**src/hw/rtl/sms_pkg.sv**
```systemverilog
package sms_pkg;

  localparam int MAX_TASKS = 64;
  localparam int TIME_BITS = 16;
  localparam int OUT_BITS  = 23;
  localparam int IDX_BITS  = $clog2(MAX_TASKS);
  localparam int CNT_BITS  = $clog2(MAX_TASKS + 1);

  typedef logic [TIME_BITS-1:0] tval_t;
  typedef logic [OUT_BITS-1:0]  oval_t;
  typedef logic [IDX_BITS-1:0]  idx_t;
  typedef logic [CNT_BITS-1:0]  cnt_t;

  typedef struct packed {
    tval_t rel;
    tval_t proc;
    tval_t dlv;
  } task_t;

  localparam int TASK_BITS = $bits(task_t);

  // running result of one pass over the stored tasks
  typedef struct packed {
    logic  found;
    logic  pending;
    idx_t  idx;
    tval_t proc;
    tval_t dlv;
    tval_t earliest;
  } pick_t;

  function automatic oval_t sat_add(input oval_t a, input tval_t b);
    logic [OUT_BITS:0] sum;
    sum = {1'b0, a} + (OUT_BITS + 1)'(b);
    return sum[OUT_BITS] ? {OUT_BITS{1'b1}} : sum[OUT_BITS-1:0];
  endfunction

endpackage

```
**src/hw/rtl/schrage_makespan_scheduler.sv**
```systemverilog
// Single-machine Schrage scheduler. Tasks (release, processing, delivery)
// load at one per cycle into a 64 x 48 task RAM; a transfer with last_task
// set closes the set and starts scheduling, and in_ready stays low until
// the result is handed to the output register. Each scheduling step reads
// the n stored tasks through the RAM's single read port, one per cycle,
// then waits for the read latency, the end of the scan, the decision and
// the finish time; a step that finds no released task jumps idle to the
// next release time and scans again. The result
// carries Cmax and an overflow flag for tasks dropped beyond 64 stored; the
// next set may load while that result waits to be taken.
module schrage_makespan_scheduler (
  input  logic                  clk,
  input  logic                  rst,
  input  logic                  in_valid,
  output logic                  in_ready,
  input  sms_pkg::tval_t        release_time,
  input  sms_pkg::tval_t        processing_time,
  input  sms_pkg::tval_t        delivery_time,
  input  logic                  last_task,
  output logic                  out_valid,
  input  logic                  out_ready,
  output sms_pkg::oval_t        makespan,
  output logic                  overflow
);

  import sms_pkg::*;

  localparam logic [2:0] ST_LOAD   = 3'd0;
  localparam logic [2:0] ST_SCAN   = 3'd1;
  localparam logic [2:0] ST_DECIDE = 3'd2;
  localparam logic [2:0] ST_FIN    = 3'd3;
  localparam logic [2:0] ST_EMIT   = 3'd4;

  logic [2:0]           state;
  cnt_t                 count;
  cnt_t                 left;
  cnt_t                 scan_cnt;
  logic [MAX_TASKS-1:0] done;
  oval_t                cur_time;
  oval_t                best;
  logic                 dropped;
  logic                 rd_vld;
  idx_t                 rd_idx;

  logic                 in_xfer;
  logic                 store;
  logic                 issue;
  logic                 start;
  task_t                wr_task;
  task_t                rd_task;
  logic [TASK_BITS-1:0] rd_word;
  pick_t                sel;
  oval_t                fin;

  assign in_ready = (state == ST_LOAD);
  assign in_xfer  = in_valid && in_ready;
  assign store    = in_xfer && (count < cnt_t'(MAX_TASKS));
  assign issue    = (state == ST_SCAN) && (scan_cnt < count);
  assign fin      = sat_add(cur_time, sel.dlv);

  assign wr_task.rel  = release_time;
  assign wr_task.proc = processing_time;
  assign wr_task.dlv  = delivery_time;
  assign rd_task      = task_t'(rd_word);

  assign start = (in_xfer && last_task) ||
                 (state == ST_DECIDE && !sel.found) ||
                 (state == ST_FIN && left != '0);

  sms_task_ram #(
    .DEPTH (MAX_TASKS),
    .WIDTH (TASK_BITS)
  ) u_ram (
    .clk     (clk),
    .wr_en   (store),
    .wr_addr (count[IDX_BITS-1:0]),
    .wr_data (wr_task),
    .rd_addr (scan_cnt[IDX_BITS-1:0]),
    .rd_data (rd_word)
  );

  sms_select u_select (
    .clk         (clk),
    .rst         (rst),
    .start       (start),
    .entry_valid (rd_vld),
    .entry_done  (done[rd_idx]),
    .entry_idx   (rd_idx),
    .entry       (rd_task),
    .now         (cur_time),
    .sel         (sel)
  );

  always_ff @(posedge clk) begin
    if (rst) begin
      state     <= ST_LOAD;
      count     <= '0;
      left      <= '0;
      scan_cnt  <= '0;
      done      <= '0;
      cur_time  <= '0;
      best      <= '0;
      dropped   <= 1'b0;
      rd_vld    <= 1'b0;
      out_valid <= 1'b0;
    end else begin
      if (out_valid && out_ready) begin
        out_valid <= 1'b0;
      end
      rd_vld <= issue;
      if (issue) begin
        rd_idx   <= scan_cnt[IDX_BITS-1:0];
        scan_cnt <= scan_cnt + cnt_t'(1);
      end
      if (start) begin
        scan_cnt <= '0;
      end
      unique case (state)
        ST_LOAD: begin
          if (in_xfer) begin
            if (store) begin
              count <= count + cnt_t'(1);
            end else begin
              dropped <= 1'b1;
            end
            if (last_task) begin
              left  <= store ? count + cnt_t'(1) : count;
              state <= ST_SCAN;
            end
          end
        end
        ST_SCAN: begin
          if (!issue && !rd_vld) begin
            state <= ST_DECIDE;
          end
        end
        ST_DECIDE: begin
          if (sel.found) begin
            done[sel.idx] <= 1'b1;
            left          <= left - cnt_t'(1);
            cur_time      <= sat_add(cur_time, sel.proc);
            state         <= ST_FIN;
          end else begin
            cur_time <= oval_t'(sel.earliest);
            state    <= ST_SCAN;
          end
        end
        ST_FIN: begin
          if (fin > best) begin
            best <= fin;
          end
          state <= (left == '0) ? ST_EMIT : ST_SCAN;
        end
        ST_EMIT: begin
          if (!out_valid || out_ready) begin
            out_valid <= 1'b1;
            makespan  <= best;
            overflow  <= dropped;
            count     <= '0;
            done      <= '0;
            cur_time  <= '0;
            best      <= '0;
            dropped   <= 1'b0;
            state     <= ST_LOAD;
          end
        end
        default: begin
          state <= ST_LOAD;
        end
      endcase
    end
  end

endmodule

```
**src/hw/rtl/sms_task_ram.sv**
```systemverilog
module sms_task_ram #(
  parameter int DEPTH = 64,
  parameter int WIDTH = 48
) (
  input  logic                     clk,
  input  logic                     wr_en,
  input  logic [$clog2(DEPTH)-1:0] wr_addr,
  input  logic [WIDTH-1:0]         wr_data,
  input  logic [$clog2(DEPTH)-1:0] rd_addr,
  output logic [WIDTH-1:0]         rd_data
);

  logic [WIDTH-1:0] mem [DEPTH];

  always_ff @(posedge clk) begin
    if (wr_en) begin
      mem[wr_addr] <= wr_data;
    end
    rd_data <= mem[rd_addr];
  end

endmodule

```
**src/hw/rtl/sms_select.sv**
```systemverilog
module sms_select (
  input  logic           clk,
  input  logic           rst,
  input  logic           start,
  input  logic           entry_valid,
  input  logic           entry_done,
  input  sms_pkg::idx_t  entry_idx,
  input  sms_pkg::task_t entry,
  input  sms_pkg::oval_t now,
  output sms_pkg::pick_t sel
);

  import sms_pkg::*;

  logic released;
  logic better;
  logic earlier;

  assign released = oval_t'(entry.rel) <= now;
  assign better   = !sel.found || (entry.dlv > sel.dlv);
  assign earlier  = !sel.pending || (entry.rel < sel.earliest);

  always_ff @(posedge clk) begin
    if (rst || start) begin
      sel.found   <= 1'b0;
      sel.pending <= 1'b0;
    end else if (entry_valid && !entry_done) begin
      if (earlier) begin
        sel.earliest <= entry.rel;
        sel.pending  <= 1'b1;
      end
      // strict compare keeps the lowest index on equal delivery times
      if (released && better) begin
        sel.found <= 1'b1;
        sel.idx   <= entry_idx;
        sel.proc  <= entry.proc;
        sel.dlv   <= entry.dlv;
      end
    end
  end

endmodule

```
**config.mk**
```make
export PLATFORM = sky130hd
export DESIGN_NAME = schrage_makespan_scheduler
export DESIGN_NICKNAME = d
export VERILOG_FILES = /design/src/hw/rtl/sms_pkg.sv /design/src/hw/rtl/schrage_makespan_scheduler.sv /design/src/hw/rtl/sms_task_ram.sv /design/src/hw/rtl/sms_select.sv
export SDC_FILE = /design/constraint.sdc
export NUM_CORES = 2
export LEC_CHECK = 0
export BUFFER_PORTS_ARGS = -buffer_cell sky130_fd_sc_hd__clkbuf_2
export CAP_MARGIN = 40
export CELL_PAD_IN_SITES_DETAIL_PLACEMENT = 1
export CELL_PAD_IN_SITES_GLOBAL_PLACEMENT = 1
export CORE_UTILIZATION = 56
export CTS_BUF_LIST = sky130_fd_sc_hd__clkbuf_16
export CTS_CLUSTER_SIZE = 28
export DETAILED_ROUTE_END_ITERATION = 8
export PLACE_DENSITY_LB_ADDON = 0.2
export SYNTH_ARGS = -nofsm -noshare
export SYNTH_HDL_FRONTEND = slang
export SYNTH_HIERARCHICAL = 1
export SYNTH_SLANG_ARGS = --single-unit
```
**constraint.sdc**
```tcl
create_clock -name clk -period 7.05 [get_ports clk]
set_input_delay 1.41 -clock clk [delete_from_list [all_inputs] [get_ports clk]]
set_output_delay 1.41 -clock clk [all_outputs]
set_load 0.01 [all_outputs]
```
==> metrics.txt <==
# TYPE chip_impl_metric gauge
chip_impl_metric{name="synth_seq_cells",unit=""} 3343
chip_impl_metric{name="first_iter_violations",unit=""} 8794
chip_impl_metric{name="post_cts.resized_instances",unit=""} 0
chip_impl_metric{name="synthDominantCellAreaShare",unit="%"} 73.31
chip_impl_metric{name="coreArea",unit="µm²"} 229700
chip_impl_metric{name="path_buf_inv",unit=""} 1
chip_impl_metric{name="max_slew_vio_count",unit=""} 0
chip_impl_metric{name="timing.final.hold_violations",unit=""} 0
chip_impl_info{name="worst_setup_path_type",value="flip-flop to flip-flop"} 1
chip_impl_info{name="clock_tree.root_cell",value="sky130_fd_sc_hd__clkbuf_16"} 1
chip_impl_info{name="hold_path.class",value="flip-flop to flip-flop"} 1
chip_impl_metric{name="p_leak",unit="nW"} 45.87
chip_impl_metric{name="cts-root-to-sink-buffers",unit=""} 4
chip_impl_metric{name="area_growth",unit="%"} 13.13
chip_impl_metric{name="min_period",unit="ps"} 5187
chip_impl_info{name="setup.worst_path.end_class",value="flip-flop"} 1
chip_impl_metric{name="comb_power_share",unit="%"} 4.3
chip_impl_info{name="yosys.cell_count.top_type",value="sky130_fd_sc_hd__edfxtp_1"} 1
chip_impl_metric{name="wl_per_cell",unit="µm"} 37.09
chip_impl_metric{name="drive_above_1_share",unit="%"} 25.32
chip_impl_metric{name="worst-slew-pin-transition",unit="ps"} 1102
chip_impl_info{name="run_status",value="finished clean"} 1
chip_impl_info{name="min_from",value="u_ram/rd_data[21]$_DFF_P_"} 1
chip_impl_metric{name="synth.yosys.seq_area_share",unit="%"} 76.21
chip_impl_metric{name="grt_max_degree",unit=""} 95
chip_impl_metric{name="post-route-period-util",unit="%"} 73.57
chip_impl_metric{name="drt-vias-per-instance",unit=""} 6.804
chip_impl_info{name="cp_top_family",value="simple AND/OR/NAND/NOR gates"} 1
chip_impl_metric{name="placement.cell_area",unit="µm²"} 135300
chip_impl_metric{name="worst_slew_margin_rel",unit="%"} 26.55
chip_impl_metric{name="synthesis.instances",unit=""} 6196
chip_impl_metric{name="max_freq",unit="MHz"} 192.8
chip_impl_metric{name="chipWidth",unit="µm"} 482.5
chip_impl_metric{name="setup-tns-final",unit="ps"} 0
chip_impl_metric{name="async_reset_ff_share",unit="%"} 0
chip_impl_info{name="worstReg2RegEnd",value="best[20]$_SDFFE_PP0P_"} 1
chip_impl_metric{name="post_cts_hold_buffer_count",unit=""} 0
chip_impl_metric{name="clock_slew_seen_by_the_registers_of_the_worst_setup_and_hold_paths",unit="ps"} 60
chip_impl_metric{name="internal_power",unit="mW"} 32.68
chip_impl_info{name="worst_setup_path_startpoint",value="cur_time[0]$_SDFFE_PP0P_"} 1
chip_impl_metric{name="drt_pre_antenna_iters",unit=""} 5
chip_impl_metric{name="place.detailed.hpwl",unit="mm"} 219.3
chip_impl_metric{name="reg2reg_slack",unit="ps"} 1860
chip_impl_metric{name="postRouteAntennaNets",unit=""} 0
chip_impl_metric{name="synthesis.area",unit="µm²"} 129300
chip_impl_metric{name="worstSkewPairLatency",unit="ps"} 990
chip_impl_metric{name="global_route.overflow_total",unit=""} 0
chip_impl_metric{name="boundaryPins",unit=""} 79
chip_impl_metric{name="syn_area_per_cell",unit="µm²"} 20.86
chip_impl_metric{name="timing.clock.skew",unit="ps"} 68.29
chip_impl_info{name="hold-path-endpoint",value="u_select/sel[37]$_DFFE_PP_"} 1
chip_impl_metric{name="wire_length_of_the_first_global_routing_pass",unit="mm"} 517.1
chip_impl_metric{name="setup_viol",unit=""} 0
chip_impl_metric{name="cp_data_required_time",unit="ps"} 7900
chip_impl_metric{name="pwr-share-seq",unit="%"} 52.9
chip_impl_metric{name="critPathArrivalTime",unit="ps"} 6030
chip_impl_metric{name="vdd_ir_drop_max",unit="V"} 0.0002212
chip_impl_metric{name="h_tree_depth_reported_by_cts",unit=""} 5
chip_impl_metric{name="maxCapViolCount",unit=""} 0
chip_impl_metric{name="share_clk_of_total_power",unit="%"} 42.7
chip_impl_info{name="synth_top_cells_by_area",value="sky130_fd_sc_hd__edfxtp_1 73%, sky130_fd_sc_hd__mux4_2 13%, sky130_fd_sc_hd__dfxtp_1 2.9%"} 1
chip_impl_metric{name="clock_sinks",unit=""} 3343
chip_impl_metric{name="final_nets",unit=""} 6754
chip_impl_metric{name="std_cell_rows",unit=""} 176
chip_impl_info{name="worstReg2RegStart",value="cur_time[0]$_SDFFE_PP0P_"} 1
chip_impl_info{name="synth-main-ff-cell",value="sky130_fd_sc_hd__edfxtp_1"} 1
chip_impl_metric{name="reg2reg_depth",unit=""} 19
chip_impl_metric{name="crit_path_max_fanout",unit=""} 19
chip_impl_info{name="synth_top_cell_by_area",value="sky130_fd_sc_hd__edfxtp_1"} 1
chip_impl_info{name="start_kind",value="flip-flop"} 1
chip_impl_metric{name="ys_types",unit=""} 95
chip_impl_metric{name="start_util",unit="%"} 56.28
chip_impl_metric{name="finalWirelength",unit="mm"} 366.5
chip_impl_metric{name="power.density",unit="nW/µm²"} 283.5
chip_impl_metric{name="postCtsSetupBuffers",unit=""} 0
chip_impl_metric{name="sw_frac_of_total",unit="%"} 21.19
chip_impl_metric{name="number_of_global_route_vias_before_repair",unit=""} 69320
chip_impl_metric{name="gr-usage-all-layers",unit="%"} 31.76
chip_impl_metric{name="io_buffer_count",unit=""} 78
chip_impl_metric{name="slowest_delay",unit="ps"} 690
chip_impl_metric{name="synth_enable_flop_cells",unit=""} 3156
chip_impl_info{name="critPathSlowestCell",value="sky130_fd_sc_hd__and2_1"} 1
chip_impl_metric{name="die_area",unit="µm²"} 232800
chip_impl_info{name="ys_top_cells_by_count",value="3156 x sky130_fd_sc_hd__edfxtp_1, 763 x sky130_fd_sc_hd__mux4_2, 268 x sky130_fd_sc_hd__nor2_1"} 1
chip_impl_metric{name="vias",unit=""} 67230
chip_impl_metric{name="area_of_all_placed_cells_without_fillers",unit="µm²"} 146200
chip_impl_metric{name="synth_fp_nets",unit=""} 6363
chip_impl_metric{name="cts-buffers-inserted",unit=""} 348
chip_impl_metric{name="grt_antenna_before_repair",unit=""} 24
chip_impl_metric{name="die_y_extent",unit="µm"} 482.5
chip_impl_metric{name="finalWeightedCongestion",unit=""} 0.8505
chip_impl_info{name="crit_chain",value="ha_1 > inv_1 > fa_1 > nor2b_1 > o21bai_1 > o21ai_1 > o41a_1 > a41o_1 > nand3_1 > xor2_1 > nand2_1 > ha_1 > nand4_1 > nor4_1 > o31ai_1 > a31oi_1 > and2_1 > nand2_1 > o211ai_1"} 1
chip_impl_info{name="cts_tree",value="done"} 1
chip_impl_metric{name="count_of_synthesis_stage_warnings_from_yosys",unit=""} 6
chip_impl_metric{name="final.fill_count",unit=""} 18590
chip_impl_metric{name="post-route-drc-count",unit=""} 0
chip_impl_info{name="unrepaired_setup_endpoints_after_global_routing",value="no"} 1
chip_impl_metric{name="p_switching",unit="mW"} 8.784
chip_impl_metric{name="whs",unit="ps"} 405.5
chip_impl_metric{name="min_delay_path_depth",unit=""} 0
[flip-flops by register name, indices dropped and copies added, names as in the netlist]
register / count
u_ram/mem: 3072
done: 64
u_select/sel: 56
u_ram/rd_data: 48
best: 23
cur_time: 23
makespan: 23
count: 7
left: 7
scan_cnt: 7
rd_idx: 6
state: 3
dropped: 1
out_valid: 1
overflow: 1
rd_vld: 1
[area by class of cell]
| type | instances | area [µm²] | share of cell area (%) |
|---|---|---|---|
| timing repair buffer | 361 | 3481 | 2.380 |
| clock buffer | 358 | 8959 | 6.126 |
| tap | 3026 | 3786 | 2.589 |
| multi-input combinational | 2442 | 29270 | 20.02 |
| sequential | 3343 | 98530 | 67.37 |
| inverter | 91 | 341.6 | 0.2336 |
| antenna | 4 | 10.01 | 0.006844 |
| clock inverter | 256 | 1866 | 1.276 |
[through the flow]
stage / utilization [%] / cells / total power [mW] / setup WS [ps]
after floorplan: - / 6196 / 23.30 / 1069
after global placement: 58.51 / 9209 / 24.08 / 1819
after detailed placement: 58.93 / 9259 / 24.15 / 1824
after CTS: 63.64 / 9873 / 41.65 / 1829
after global routing: 63.67 / 9879 / 42.39 / 1348
final: 63.67 / 9881 / 41.46 / 1863
[worst register-to-register path: cells and delay by family, from the launching register on]
kind / cells / cell delay [ps]
simple gates: 7 / 1950
compound gates: 7 / 1570
fa+ha+maj: 3 / 910
flops: 1 / 380
xor+xnor: 1 / 230
buf+inv: 1 / 60
[worst max path at each step]
stage / endpoint / slack, ps / depth (start not counted)
6_report: best[20]$_SDFFE_PP0P_ / 1860 / 19
2_1_floorplan: u_ram/mem[49][0]$_DFFE_PP_ / 1070 / 5
3_3_place_gp: best[22]$_SDFFE_PP0P_ / 1820 / 19
3_5_place_dp: u_ram/mem[51][3]$_DFFE_PP_ / 1820 / 8
4_1_cts: best[20]$_SDFFE_PP0P_ / 1830 / 19
5_1_grt: best[20]$_SDFFE_PP0P_ / 1350 / 19
[kinds of logic (layout without fill, tap and decap cells)]
family	after synthesis	in the layout	share of synthesized area, %
multiplexers	854	854	14.16
AO/OA/AOI/OAI	797	797	4.383
AND/OR/NAND/NOR	643	643	2.339
XOR/XNOR	34	34	0.2304
buffers and inverters	411	1066	1.561
adder cells (fa/ha/maj)	114	114	1.115
other	0	4	0
flip-flops	3343	3343	76.21
[power groups by stage]
| stage | Sequential [mW] | Combinational (mW) | Clock, mW |
|---|---|---|---|
| floorplan | 22.3 | 0.996 | 0 |
| global placement | 22.4 | 1.72 | 0 |
| detailed placement | 22.4 | 1.79 | 0 |
| CTS | 21.9 | 1.80 | 17.9 |
| global route | 21.9 | 1.90 | 18.5 |
| finish | 21.9 | 1.80 | 17.7 |
[metal layers]
layer,track usage (%),wire (µm),vias to the layer above
met5,0,82,-
met4,13.76,16950,12
met2,50.94,178400,3915
met1,43.23,136300,35850
li1,-,-,26760
met3,5.735,34780,700
[placed cells by master (no fill, tap or decap), types with 28 or more instances in the layout]
cell type / Yosys / final
sky130_fd_sc_hd__edfxtp_1: 3156 / 3156
sky130_fd_sc_hd__mux4_2: 763 / 763
sky130_fd_sc_hd__clkbuf_16: 0 / 358
sky130_fd_sc_hd__buf_4: 62 / 212
sky130_fd_sc_hd__a21oi_1: 204 / 204
sky130_fd_sc_hd__nor2_1: 268 / 203
sky130_fd_sc_hd__dfxtp_1: 187 / 182
sky130_fd_sc_hd__nand2_1: 142 / 140
sky130_fd_sc_hd__inv_1: 91 / 138
sky130_fd_sc_hd__o22ai_1: 123 / 123
sky130_fd_sc_hd__ha_1: 112 / 112
sky130_fd_sc_hd__clkinv_1: 0 / 95
sky130_fd_sc_hd__a221oi_1: 86 / 86
sky130_fd_sc_hd__a22oi_1: 79 / 79
sky130_fd_sc_hd__a22o_1: 75 / 75
sky130_fd_sc_hd__clkinv_2: 0 / 68
sky130_fd_sc_hd__mux2i_1: 66 / 66
sky130_fd_sc_hd__nor2_4: 1 / 65
sky130_fd_sc_hd__clkbuf_2: 1 / 54
sky130_fd_sc_hd__a211oi_1: 42 / 41
sky130_fd_sc_hd__o21ai_0: 40 / 40
sky130_fd_sc_hd__nand3_1: 38 / 38
sky130_fd_sc_hd__buf_12: 0 / 36
sky130_fd_sc_hd__nor2b_1: 39 / 35
sky130_fd_sc_hd__o221ai_1: 34 / 34
sky130_fd_sc_hd__bufinv_16: 0 / 28
sky130_fd_sc_hd__buf_2: 106 / 28
Note: power is estimated with default switching activity, not from simulation.
